===== src/hw/rtl/blink_pkg.sv =====
// ----------------------------------------------------------------------------
// blink_pkg
// Shared types and constants for the multi-channel LED blinker core.
// ----------------------------------------------------------------------------
`default_nettype none

package blink_pkg;

  localparam int CHANNELS = 8;
  localparam int CHAN_W   = (CHANNELS > 1) ? $clog2(CHANNELS) : 1;
  localparam int QDEPTH   = 2;
  localparam int QPTR_W   = 1;
  localparam int QCNT_W   = 2;

  typedef enum logic [1:0] {
    OP_START     = 2'd0,
    OP_SET_COUNT = 2'd1,
    OP_TICK      = 2'd2,
    OP_NONE      = 2'd3
  } op_t;

  typedef struct packed {
    logic [1:0]  op;
    logic [7:0]  pin;
    logic        active_level;
    logic [15:0] repeat_count;
    logic [15:0] on_time;
    logic [15:0] off_time;
  } request_t;

  typedef struct packed {
    logic       drive_valid;
    logic [7:0] drive_pin;
    logic       drive_level;
    logic       status;
    logic       last;
  } result_t;

  typedef struct packed {
    logic     valid;
    request_t item;
  } queue_head_t;

endpackage

`default_nettype wire


===== src/hw/rtl/multi_channel_led_blinker_core.sv =====
// ----------------------------------------------------------------------------
// multi_channel_led_blinker_core
// Table of blink channels driving output pins through timed on/off cycles.
//
//   port group   direction  handshake
//   request      in         start / busy, taken when start & !busy
//   result       out        one-cycle strobe, cannot be held off
//   tick_period  in         cfg_we / cfg_wdata, written on cfg_we
//
// A start or set-count request is queued, then strobed from the result
// register once the back end is idle. A tick walks all channels, one
// channel read per cycle; each drive is held until the next one or the end
// of the walk, and the last one is strobed from the flush state.
// busy is high while the two-entry queue is full; the receiver cannot stall.
// Reset empties the queue, disables all channels and sets tick_period to 1.
// ----------------------------------------------------------------------------
`default_nettype none

module multi_channel_led_blinker_core (
  input  wire logic                clk,
  input  wire logic                rst,
  input  wire logic                start,
  output logic                     busy,
  input  wire blink_pkg::request_t request,
  input  wire logic                cfg_we,
  input  wire logic [15:0]         cfg_wdata,
  output logic                     strobe,
  output blink_pkg::result_t       result
);
  import blink_pkg::*;

  queue_head_t head;
  logic        pop;
  logic [15:0] tick_period;

  always_ff @(posedge clk) begin
    if (rst) begin
      tick_period <= 16'd1;
    end else if (cfg_we) begin
      tick_period <= cfg_wdata;
    end
  end

  blink_front u_front (
    .clk     (clk),
    .rst     (rst),
    .start   (start),
    .busy    (busy),
    .request (request),
    .head    (head),
    .pop     (pop)
  );

  blink_back u_back (
    .clk         (clk),
    .rst         (rst),
    .head        (head),
    .pop         (pop),
    .tick_period (tick_period),
    .strobe      (strobe),
    .result      (result)
  );

endmodule

`default_nettype wire


===== src/hw/rtl/blink_front.sv =====
// ----------------------------------------------------------------------------
// blink_front
// Accepts requests, drops unused op codes and queues the rest for the back end.
// ----------------------------------------------------------------------------
`default_nettype none

module blink_front (
  input  wire logic                   clk,
  input  wire logic                   rst,
  input  wire logic                   start,
  output logic                        busy,
  input  wire blink_pkg::request_t    request,
  output blink_pkg::queue_head_t      head,
  input  wire logic                   pop
);
  import blink_pkg::*;

  request_t            q [QDEPTH];
  logic [QPTR_W-1:0]   wr_ptr;
  logic [QPTR_W-1:0]   rd_ptr;
  logic [QCNT_W-1:0]   count;
  logic                push;
  logic                do_pop;

  assign busy   = (count == QCNT_W'(QDEPTH));
  assign push   = start && !busy && (op_t'(request.op) != OP_NONE);
  assign do_pop = pop && (count != '0);

  assign head.valid = (count != '0);
  assign head.item  = q[rd_ptr];

  always_ff @(posedge clk) begin
    if (push) begin
      q[wr_ptr] <= request;
    end
    if (rst) begin
      wr_ptr <= '0;
      rd_ptr <= '0;
      count  <= '0;
    end else begin
      if (push) begin
        wr_ptr <= wr_ptr + QPTR_W'(1);
      end
      if (do_pop) begin
        rd_ptr <= rd_ptr + QPTR_W'(1);
      end
      case ({push, do_pop})
        2'b10:   count <= count + QCNT_W'(1);
        2'b01:   count <= count - QCNT_W'(1);
        default: count <= count;
      endcase
    end
  end

`ifndef NO_ASSERTIONS
  a_no_pop_empty: assert property (@(posedge clk) disable iff (rst)
    (count == '0) |=> (count == '0) || (count == QCNT_W'(1)))
    else $error("queue count jumped from empty");
  a_count_bound: assert property (@(posedge clk) disable iff (rst)
    count <= QCNT_W'(QDEPTH))
    else $error("queue overflow");
`endif

endmodule

`default_nettype wire


===== src/hw/rtl/blink_back.sv =====
// ----------------------------------------------------------------------------
// blink_back
// Channel table and executor: start and set-count lookups, and the tick walk
// over all channels with a two-stage read / update pipeline.
// ----------------------------------------------------------------------------
`default_nettype none

module blink_back (
  input  wire logic                   clk,
  input  wire logic                   rst,
  input  wire blink_pkg::queue_head_t head,
  output logic                        pop,
  input  wire logic [15:0]            tick_period,
  output logic                        strobe,
  output blink_pkg::result_t          result
);
  import blink_pkg::*;

  typedef enum logic [1:0] {
    PH_IDLE     = 2'd0,
    PH_DRIVE_ON = 2'd1,
    PH_WAIT_ON  = 2'd2,
    PH_WAIT_OFF = 2'd3
  } phase_t;

  typedef enum logic [1:0] {
    ST_IDLE,
    ST_WALK,
    ST_DRAIN,
    ST_FLUSH
  } state_t;

  localparam logic [CHAN_W-1:0] LAST_IDX = CHAN_W'(CHANNELS - 1);

  logic [7:0]   chan_pin      [CHANNELS];
  logic         chan_level    [CHANNELS];
  logic [15:0]  chan_count    [CHANNELS];
  logic [15:0]  chan_on_time  [CHANNELS];
  logic [15:0]  chan_off_time [CHANNELS];
  logic         chan_enabled  [CHANNELS];
  phase_t       chan_phase    [CHANNELS];
  logic [31:0]  chan_stamp    [CHANNELS];
  logic [31:0]  tick_counter;

  state_t       state;
  logic [CHAN_W-1:0] idx;

  // read stage
  logic              s1_valid;
  logic [CHAN_W-1:0] s1_idx;
  logic [7:0]        s1_pin;
  logic              s1_level;
  logic [15:0]       s1_count;
  logic [15:0]       s1_on;
  logic [15:0]       s1_off;
  logic              s1_enabled;
  phase_t            s1_phase;
  logic [47:0]       s1_prod;

  // held drive, sent once the next one or the end of the walk is known
  logic              hold_valid;
  logic [7:0]        hold_pin;
  logic              hold_level;

  // lookup
  logic              match_found;
  logic [CHAN_W-1:0] match_idx;
  logic              free_found;
  logic [CHAN_W-1:0] free_idx;
  logic [31:0]       diff;
  logic [47:0]       prod;

  // update stage
  logic              s2_drive;
  logic              s2_drive_level;
  logic              s2_restamp;
  logic              s2_dec;
  logic              s2_set_phase;
  phase_t            s2_phase_next;
  logic [31:0]       elapsed;

  assign pop = (state == ST_IDLE) && head.valid;

  always_comb begin
    match_found = 1'b0;
    match_idx   = '0;
    free_found  = 1'b0;
    free_idx    = '0;
    for (int i = CHANNELS - 1; i >= 0; i--) begin
      if (chan_enabled[i] && (chan_pin[i] == head.item.pin)) begin
        match_found = 1'b1;
        match_idx   = CHAN_W'(i);
      end
      if (!chan_enabled[i]) begin
        free_found = 1'b1;
        free_idx   = CHAN_W'(i);
      end
    end
  end

  assign diff = tick_counter - chan_stamp[idx];
  assign prod = {16'd0, diff} * {32'd0, tick_period};

  assign elapsed = (s1_prod[47:32] != '0) ? 32'hFFFF_FFFF : s1_prod[31:0];

  always_comb begin
    s2_drive       = 1'b0;
    s2_drive_level = s1_level;
    s2_restamp     = 1'b0;
    s2_dec         = 1'b0;
    s2_set_phase   = 1'b0;
    s2_phase_next  = s1_phase;
    if (s1_valid && s1_enabled) begin
      if (s1_count == '0) begin
        s2_drive       = 1'b1;
        s2_drive_level = ~s1_level;
        s2_set_phase   = 1'b1;
        s2_phase_next  = PH_IDLE;
      end else begin
        unique case (s1_phase)
          PH_DRIVE_ON: begin
            s2_drive      = 1'b1;
            s2_restamp    = 1'b1;
            s2_set_phase  = 1'b1;
            s2_phase_next = PH_WAIT_ON;
          end
          PH_WAIT_ON: begin
            if ({16'd0, s1_on} <= elapsed) begin
              s2_drive       = 1'b1;
              s2_drive_level = ~s1_level;
              s2_restamp     = 1'b1;
              s2_set_phase   = 1'b1;
              s2_phase_next  = PH_WAIT_OFF;
            end
          end
          PH_WAIT_OFF: begin
            if ({16'd0, s1_off} <= elapsed) begin
              s2_dec        = 1'b1;
              s2_set_phase  = 1'b1;
              s2_phase_next = PH_DRIVE_ON;
            end
          end
          default: ;
        endcase
      end
    end
  end

  always_ff @(posedge clk) begin
    s1_idx     <= idx;
    s1_pin     <= chan_pin[idx];
    s1_level   <= chan_level[idx];
    s1_count   <= chan_count[idx];
    s1_on      <= chan_on_time[idx];
    s1_off     <= chan_off_time[idx];
    s1_enabled <= chan_enabled[idx];
    s1_phase   <= chan_phase[idx];
    s1_prod    <= prod;

    if (s2_restamp) begin
      chan_stamp[s1_idx] <= tick_counter;
    end
    if (s2_dec) begin
      chan_count[s1_idx] <= s1_count - 16'd1;
    end
    if (s2_drive) begin
      hold_pin   <= s1_pin;
      hold_level <= s2_drive_level;
    end

    if (pop && (op_t'(head.item.op) == OP_START) && (match_found || free_found)) begin
      chan_pin[match_found ? match_idx : free_idx]      <= head.item.pin;
      chan_level[match_found ? match_idx : free_idx]    <= head.item.active_level;
      chan_count[match_found ? match_idx : free_idx]    <= head.item.repeat_count;
      chan_on_time[match_found ? match_idx : free_idx]  <= head.item.on_time;
      chan_off_time[match_found ? match_idx : free_idx] <= head.item.off_time;
    end
    if (pop && (op_t'(head.item.op) == OP_SET_COUNT) && match_found) begin
      chan_count[match_idx] <= head.item.repeat_count;
    end

    result <= '0;
    if (pop) begin
      result.last   <= 1'b1;
      result.status <= (op_t'(head.item.op) == OP_START) ? !(match_found || free_found)
                                                          : !match_found;
    end else if (s2_drive) begin
      result.drive_valid <= 1'b1;
      result.drive_pin   <= hold_pin;
      result.drive_level <= hold_level;
    end else if (state == ST_FLUSH) begin
      result.drive_valid <= 1'b1;
      result.drive_pin   <= hold_pin;
      result.drive_level <= hold_level;
      result.last        <= 1'b1;
    end

    if (rst) begin
      state        <= ST_IDLE;
      idx          <= '0;
      s1_valid     <= 1'b0;
      hold_valid   <= 1'b0;
      strobe       <= 1'b0;
      tick_counter <= '0;
      for (int i = 0; i < CHANNELS; i++) begin
        chan_enabled[i] <= 1'b0;
        chan_phase[i]   <= PH_IDLE;
      end
    end else begin
      strobe   <= 1'b0;
      s1_valid <= (state == ST_WALK);
      if (s2_set_phase) begin
        chan_phase[s1_idx] <= s2_phase_next;
      end
      if (s2_drive) begin
        hold_valid <= 1'b1;
        strobe     <= hold_valid;
      end
      unique case (state)
        ST_IDLE: begin
          idx <= '0;
          if (pop) begin
            if (op_t'(head.item.op) == OP_TICK) begin
              tick_counter <= tick_counter + 32'd1;
              state        <= ST_WALK;
            end else begin
              strobe <= 1'b1;
              if ((op_t'(head.item.op) == OP_START) && (match_found || free_found)) begin
                chan_enabled[match_found ? match_idx : free_idx] <= 1'b1;
                chan_phase[match_found ? match_idx : free_idx]   <= PH_DRIVE_ON;
              end
            end
          end
        end
        ST_WALK: begin
          if (idx == LAST_IDX) begin
            state <= ST_DRAIN;
          end else begin
            idx <= idx + CHAN_W'(1);
          end
        end
        ST_DRAIN: begin
          state <= ST_FLUSH;
        end
        ST_FLUSH: begin
          strobe     <= hold_valid;
          hold_valid <= 1'b0;
          state      <= ST_IDLE;
        end
        default: state <= ST_IDLE;
      endcase
    end
  end

`ifndef NO_ASSERTIONS
  a_pop_only_idle: assert property (@(posedge clk) disable iff (rst)
    pop |-> (state == ST_IDLE))
    else $error("request taken while walking");
  a_drive_status_ok: assert property (@(posedge clk) disable iff (rst)
    (strobe && result.drive_valid) |-> !result.status)
    else $error("drive result with error status");
  a_status_is_last: assert property (@(posedge clk) disable iff (rst)
    (strobe && !result.drive_valid) |-> result.last)
    else $error("lookup result not marked last");
  a_hold_empty_idle: assert property (@(posedge clk) disable iff (rst)
    (state == ST_IDLE) |-> !hold_valid && !s1_valid)
    else $error("walk left work behind");
`endif

endmodule

`default_nettype wire

===== config.mk =====
export PLATFORM = sky130hd
export DESIGN_NAME = multi_channel_led_blinker_core
export DESIGN_NICKNAME = d
export VERILOG_FILES = /design/src/hw/rtl/blink_pkg.sv /design/src/hw/rtl/multi_channel_led_blinker_core.sv /design/src/hw/rtl/blink_front.sv /design/src/hw/rtl/blink_back.sv
export SDC_FILE = /design/constraint.sdc
export NUM_CORES = 2
export LEC_CHECK = 0
export BUFFER_PORTS_ARGS = -buffer_cell sky130_fd_sc_hd__buf_2
export CAP_MARGIN = 20
export CORE_UTILIZATION = 60
export CTS_BUF_LIST = sky130_fd_sc_hd__clkbuf_4
export DETAILED_ROUTE_END_ITERATION = 10
export GPL_ROUTABILITY_DRIVEN = 1
export PLACE_DENSITY = 0.8
export SLEW_MARGIN = 20
export SYNTH_ARGS = -nofsm -noshare
export SYNTH_HDL_FRONTEND = slang
export SYNTH_HIERARCHICAL = 1
export SYNTH_SLANG_ARGS = --single-unit

===== constraint.sdc =====
create_clock -name clk -period 9.1 [get_ports clk]
set_input_delay 0.455 -clock clk [delete_from_list [all_inputs] [get_ports clk]]
set_output_delay 0.455 -clock clk [all_outputs]
set_load 0.05 [all_outputs]

==> results.sh <==
export IMPL_outcome="finished with violations"
export IMPL_violations="setup timing"
export IMPL_required_ps=10040
export IMPL_layout_commonest_cell="edfxtp_1"
export IMPL_final_util_pct=70.60
export IMPL_antenna_found_initial=2
export IMPL_synth_cell_types=77
export IMPL_areaGrowthSynthToFinish_pct=16.42
export IMPL_gp_congestion=0.8784
export IMPL_vias=37850
export IMPL_tritoncts="yes"
export IMPL_drc=0
export IMPL_yosysWarnings=6
export IMPL_seqCellArea_um2=29440
export IMPL_min_period_ps=9145
export IMPL_pwr_share_seq_pct=30.0
export IMPL_grt_max_degree=99
export IMPL_drt_iter0_markers=2993
export IMPL_synth_simple_area_share_pct=8.292
export IMPL_avgSynthCellArea_um2=13.63
export IMPL_setup_viol=1
export IMPL_synth_async_reset_ratio_pct=0
export IMPL_final_area_um2=69480
export IMPL_via_per_inst=5.797
export IMPL_path_class="reg2reg"
export IMPL_slew_violations=0
export IMPL_slew_headroom_pct=27.49
export IMPL_holdCritPathClass="in2reg"
export IMPL_wl_per_cell_um=21.31
export IMPL_fmax_mhz=109.3
export IMPL_synth_compound_area_share_pct=3.730
export IMPL_htreeDepth=5
export IMPL_die_w_um=317.4
export IMPL_syn_inst=4379
export IMPL_worstSetupStartpointType="register"
export IMPL_rsz0062_at_grt="yes"
export IMPL_power_density_nw_per_um2=284.5
export IMPL_synth_edff_count=839
export IMPL_num_io_pins=93
export IMPL_tightest_slew_ps=1086
export IMPL_grt_ovfl_total=0
export IMPL_drtAntennaViolNets=0
export IMPL_synthXorXnorAreaFrac_pct=2.656
export IMPL_synth_ff_type="edfxtp_1"
export IMPL_finClkSkew_ps=135.2
export IMPL_hpwlAfterDp_mm=87.34
export IMPL_hold_viol=0
export IMPL_leakage_uw=0.02727
export IMPL_switching_share_pct=36.53
export IMPL_peakVddDrop_mv=0.4056
export IMPL_critPathCaptureType="register"
export IMPL_critPathSlowestCell="fa_2"
export IMPL_grt_pass1_wl_mm=218.9
export IMPL_dieArea_um2=100700
export IMPL_drt_total_wl_mm=139.1
export IMPL_root_buffer="clkbuf_4"
export IMPL_worstPathMaxFanout=5
export IMPL_cts_sinks=1050
export IMPL_grt_util_all_layers_pct=28.33
export IMPL_clkSlewWorstSetupHoldPaths_ps=80
export IMPL_dp_slack_ps=-546.6
export IMPL_synth_top_family_by_area="adder cells"
export IMPL_multi_input_area_um2=28290
export IMPL_start_util_pct=60.64
export IMPL_firstDrtPassIters=6
export IMPL_slowest_delay_ps=570
export IMPL_synthAdderAreaFrac_pct=18.25
export IMPL_crit_arrival_ps=10090
export IMPL_p_clk_share_pct=20.6
export IMPL_nets=5735
export IMPL_drive_above_1_share_pct=27.05
export IMPL_row_count=115
export IMPL_fin_ws_ps=-45.15
export IMPL_maxCapViolations=0
export IMPL_total_power_uw=19770
export IMPL_core_um2=98420
export IMPL_p_int_uw=12550
export IMPL_min_period_over_period_pct=100.5
export IMPL_syn_area_um2=59680
export IMPL_clkLatencyLatePin_ps=1140
export IMPL_clk_path_buf_depth=4
export IMPL_nFillCells=6262
export IMPL_muxShareOfSynthArea_pct=13.25
export IMPL_layout_common_cells="edfxtp_1, inv_1, fa_1"
export IMPL_yosys_register_bits=1050
export IMPL_switchingPower_uw=7221
export IMPL_power_frac_comb_pct=49.4
export IMPL_ys_seq_area_share_pct=49.29
export IMPL_port_buffers=92
export IMPL_numCtsBuffers=280
export IMPL_syn_num_nets=5077
export IMPL_die_h_um=317.4
export IMPL_first_global_vias=40690
export IMPL_postPlaceCellArea_um2=63540
==> Yosys cell counts, types with 6 or more instances <==
cell	instances	area, µm²
dfxtp_1	211	4224
edfxtp_1	839	25190
nor2b_1	47	294.0
nor2_1	155	581.8
fa_1	419	8388
or3_1	10	62.56
nand4_1	21	131.4
mux4_2	184	4144
nor3_1	20	100.1
buf_6	14	157.7
nand2b_1	60	375.4
inv_1	485	1821
a31o_2	9	78.83
o21bai_1	11	82.58
buf_1	18	67.56
and3_1	15	93.84
o21ai_0	55	275.3
buf_2	9	45.04
xnor2_1	95	832.1
or2_2	9	56.30
ha_1	200	2502
nor4_1	19	118.9
and2_1	171	1070
nand2_1	370	1389
mux2i_1	84	840.8
a21oi_1	100	500.5
nand3_1	66	330.3
a211oi_1	10	75.07
clkbuf_1	143	536.8
mux2_2	189	2128
mux2_4	11	165.2
mux2_1	56	630.6
nand3b_1	7	52.55
a31oi_1	10	62.56
xor2_1	86	753.2
o211ai_1	6	45.04
o21a_1	26	195.2
a21o_1	50	375.4
buf_4	7	52.55
==> sequential cells by signal, indices dropped and copies added, names as in the netlist, 2 cells and up, named ones only <==
register              count
tick_period              16
u_back/s1_count          16
u_back/chan_enabled       8
u_back/s1_phase           2
u_back/s1_prod           48
u_back/tick_counter      32
u_front/count             2
u_back/s1_pin             8
u_back/chan_pin          64
u_back/chan_off_time    128
u_back/chan_phase        16
u_back/chan_stamp       256
u_back/s1_on             16
u_back/chan_level         8
u_back/chan_on_time     128
u_back/hold_pin           8
u_back/idx                3
u_back/result            12
u_back/s1_idx             3
u_back/state              2
u_back/chan_count       128
u_back/s1_off            16
u_front/q               118
==> routing by layer <==
| metal | vias up | share of wire (%) | routed length [µm] | track usage (%) |
|---|---|---|---|---|
| li1 | 16750 | - | - | - |
| met1 | 19050 | 39 | 53830 | 35.52 |
| met2 | 1691 | 51 | 71400 | 48.82 |
| met3 | 358 | 6.9 | 9598 | 5.346 |
| met4 | 0 | 3.1 | 4307 | 11.06 |
| met5 | - | 0 | 0 | 0 |
==> critical path, delay by kind of cell, from the launching register on <==
family | cells | cell delay [ps]
AND/OR/NAND/NOR | 4 | 780
adder cells (fa/ha/maj) | 9 | 3840
buffers and inverters | 6 | 530
XOR/XNOR | 1 | 150
flip-flops | 1 | 430
multiplexers | 3 | 980
AO/OA/AOI/OAI | 14 | 2290
==> cell families after synthesis <==
family          after synthesis
compound gates              332
mux                         524
fa+ha+maj                   619
xor+xnor                    181
simple gates                995
buf+inv                     678
flops                      1050
==> worst paths after layout <==
check	from	to	slack (ps)	depth (start not counted)
worst max register to register	register	u_back/s1_prod[47]	-50	37
worst max-delay path	register	u_back/s1_prod[47]	-50	37
worst min register to register	u_back/s1_pin[2]	u_back/hold_pin[2]	420	0
worst min-delay path	request[16]	u_front/q[0][16]	130	2
==> power by group through the flow <==
stage	logic (µW)	registers [µW]	clock network, µW
finish	9770	5920	4080
global placement	8450	5990	0
detailed placement	8570	6010	0
floorplan	5600	5940	0
global route	10700	5950	4420
CTS	9020	5910	4150
==> cell type report <==
class,instances,share of cell area [%]
diodes,3,0.01080
repair buffers,568,6.951
multi-input cells,2651,40.72
flip-flops and latches,1050,42.37
clock inverters,81,0.6573
inverters,486,2.625
clock buffers,403,4.354
well taps,1287,2.318
==> stage by stage <==
stage               hold slack, ps  cells  TNS [ps]
floorplan                    354.0   4379    -25.04
global placement             387.8   5864     -2260
detailed placement           395.0   5865     -3970
CTS                          9.084   6504    -156.5
global route                 62.31   6529     -3940
finish                       128.0   6529    -45.15
==> what timing repair did <==
action,CTS,global route
hold buffers,145,0
gates resized for setup,51,104
hold endpoints to repair,135,0
pin swaps,32,68
gates cloned,0,2
endpoints found under the setup margin,17,22
buffers inserted,10,19
Power figures use the tool's default switching activity.
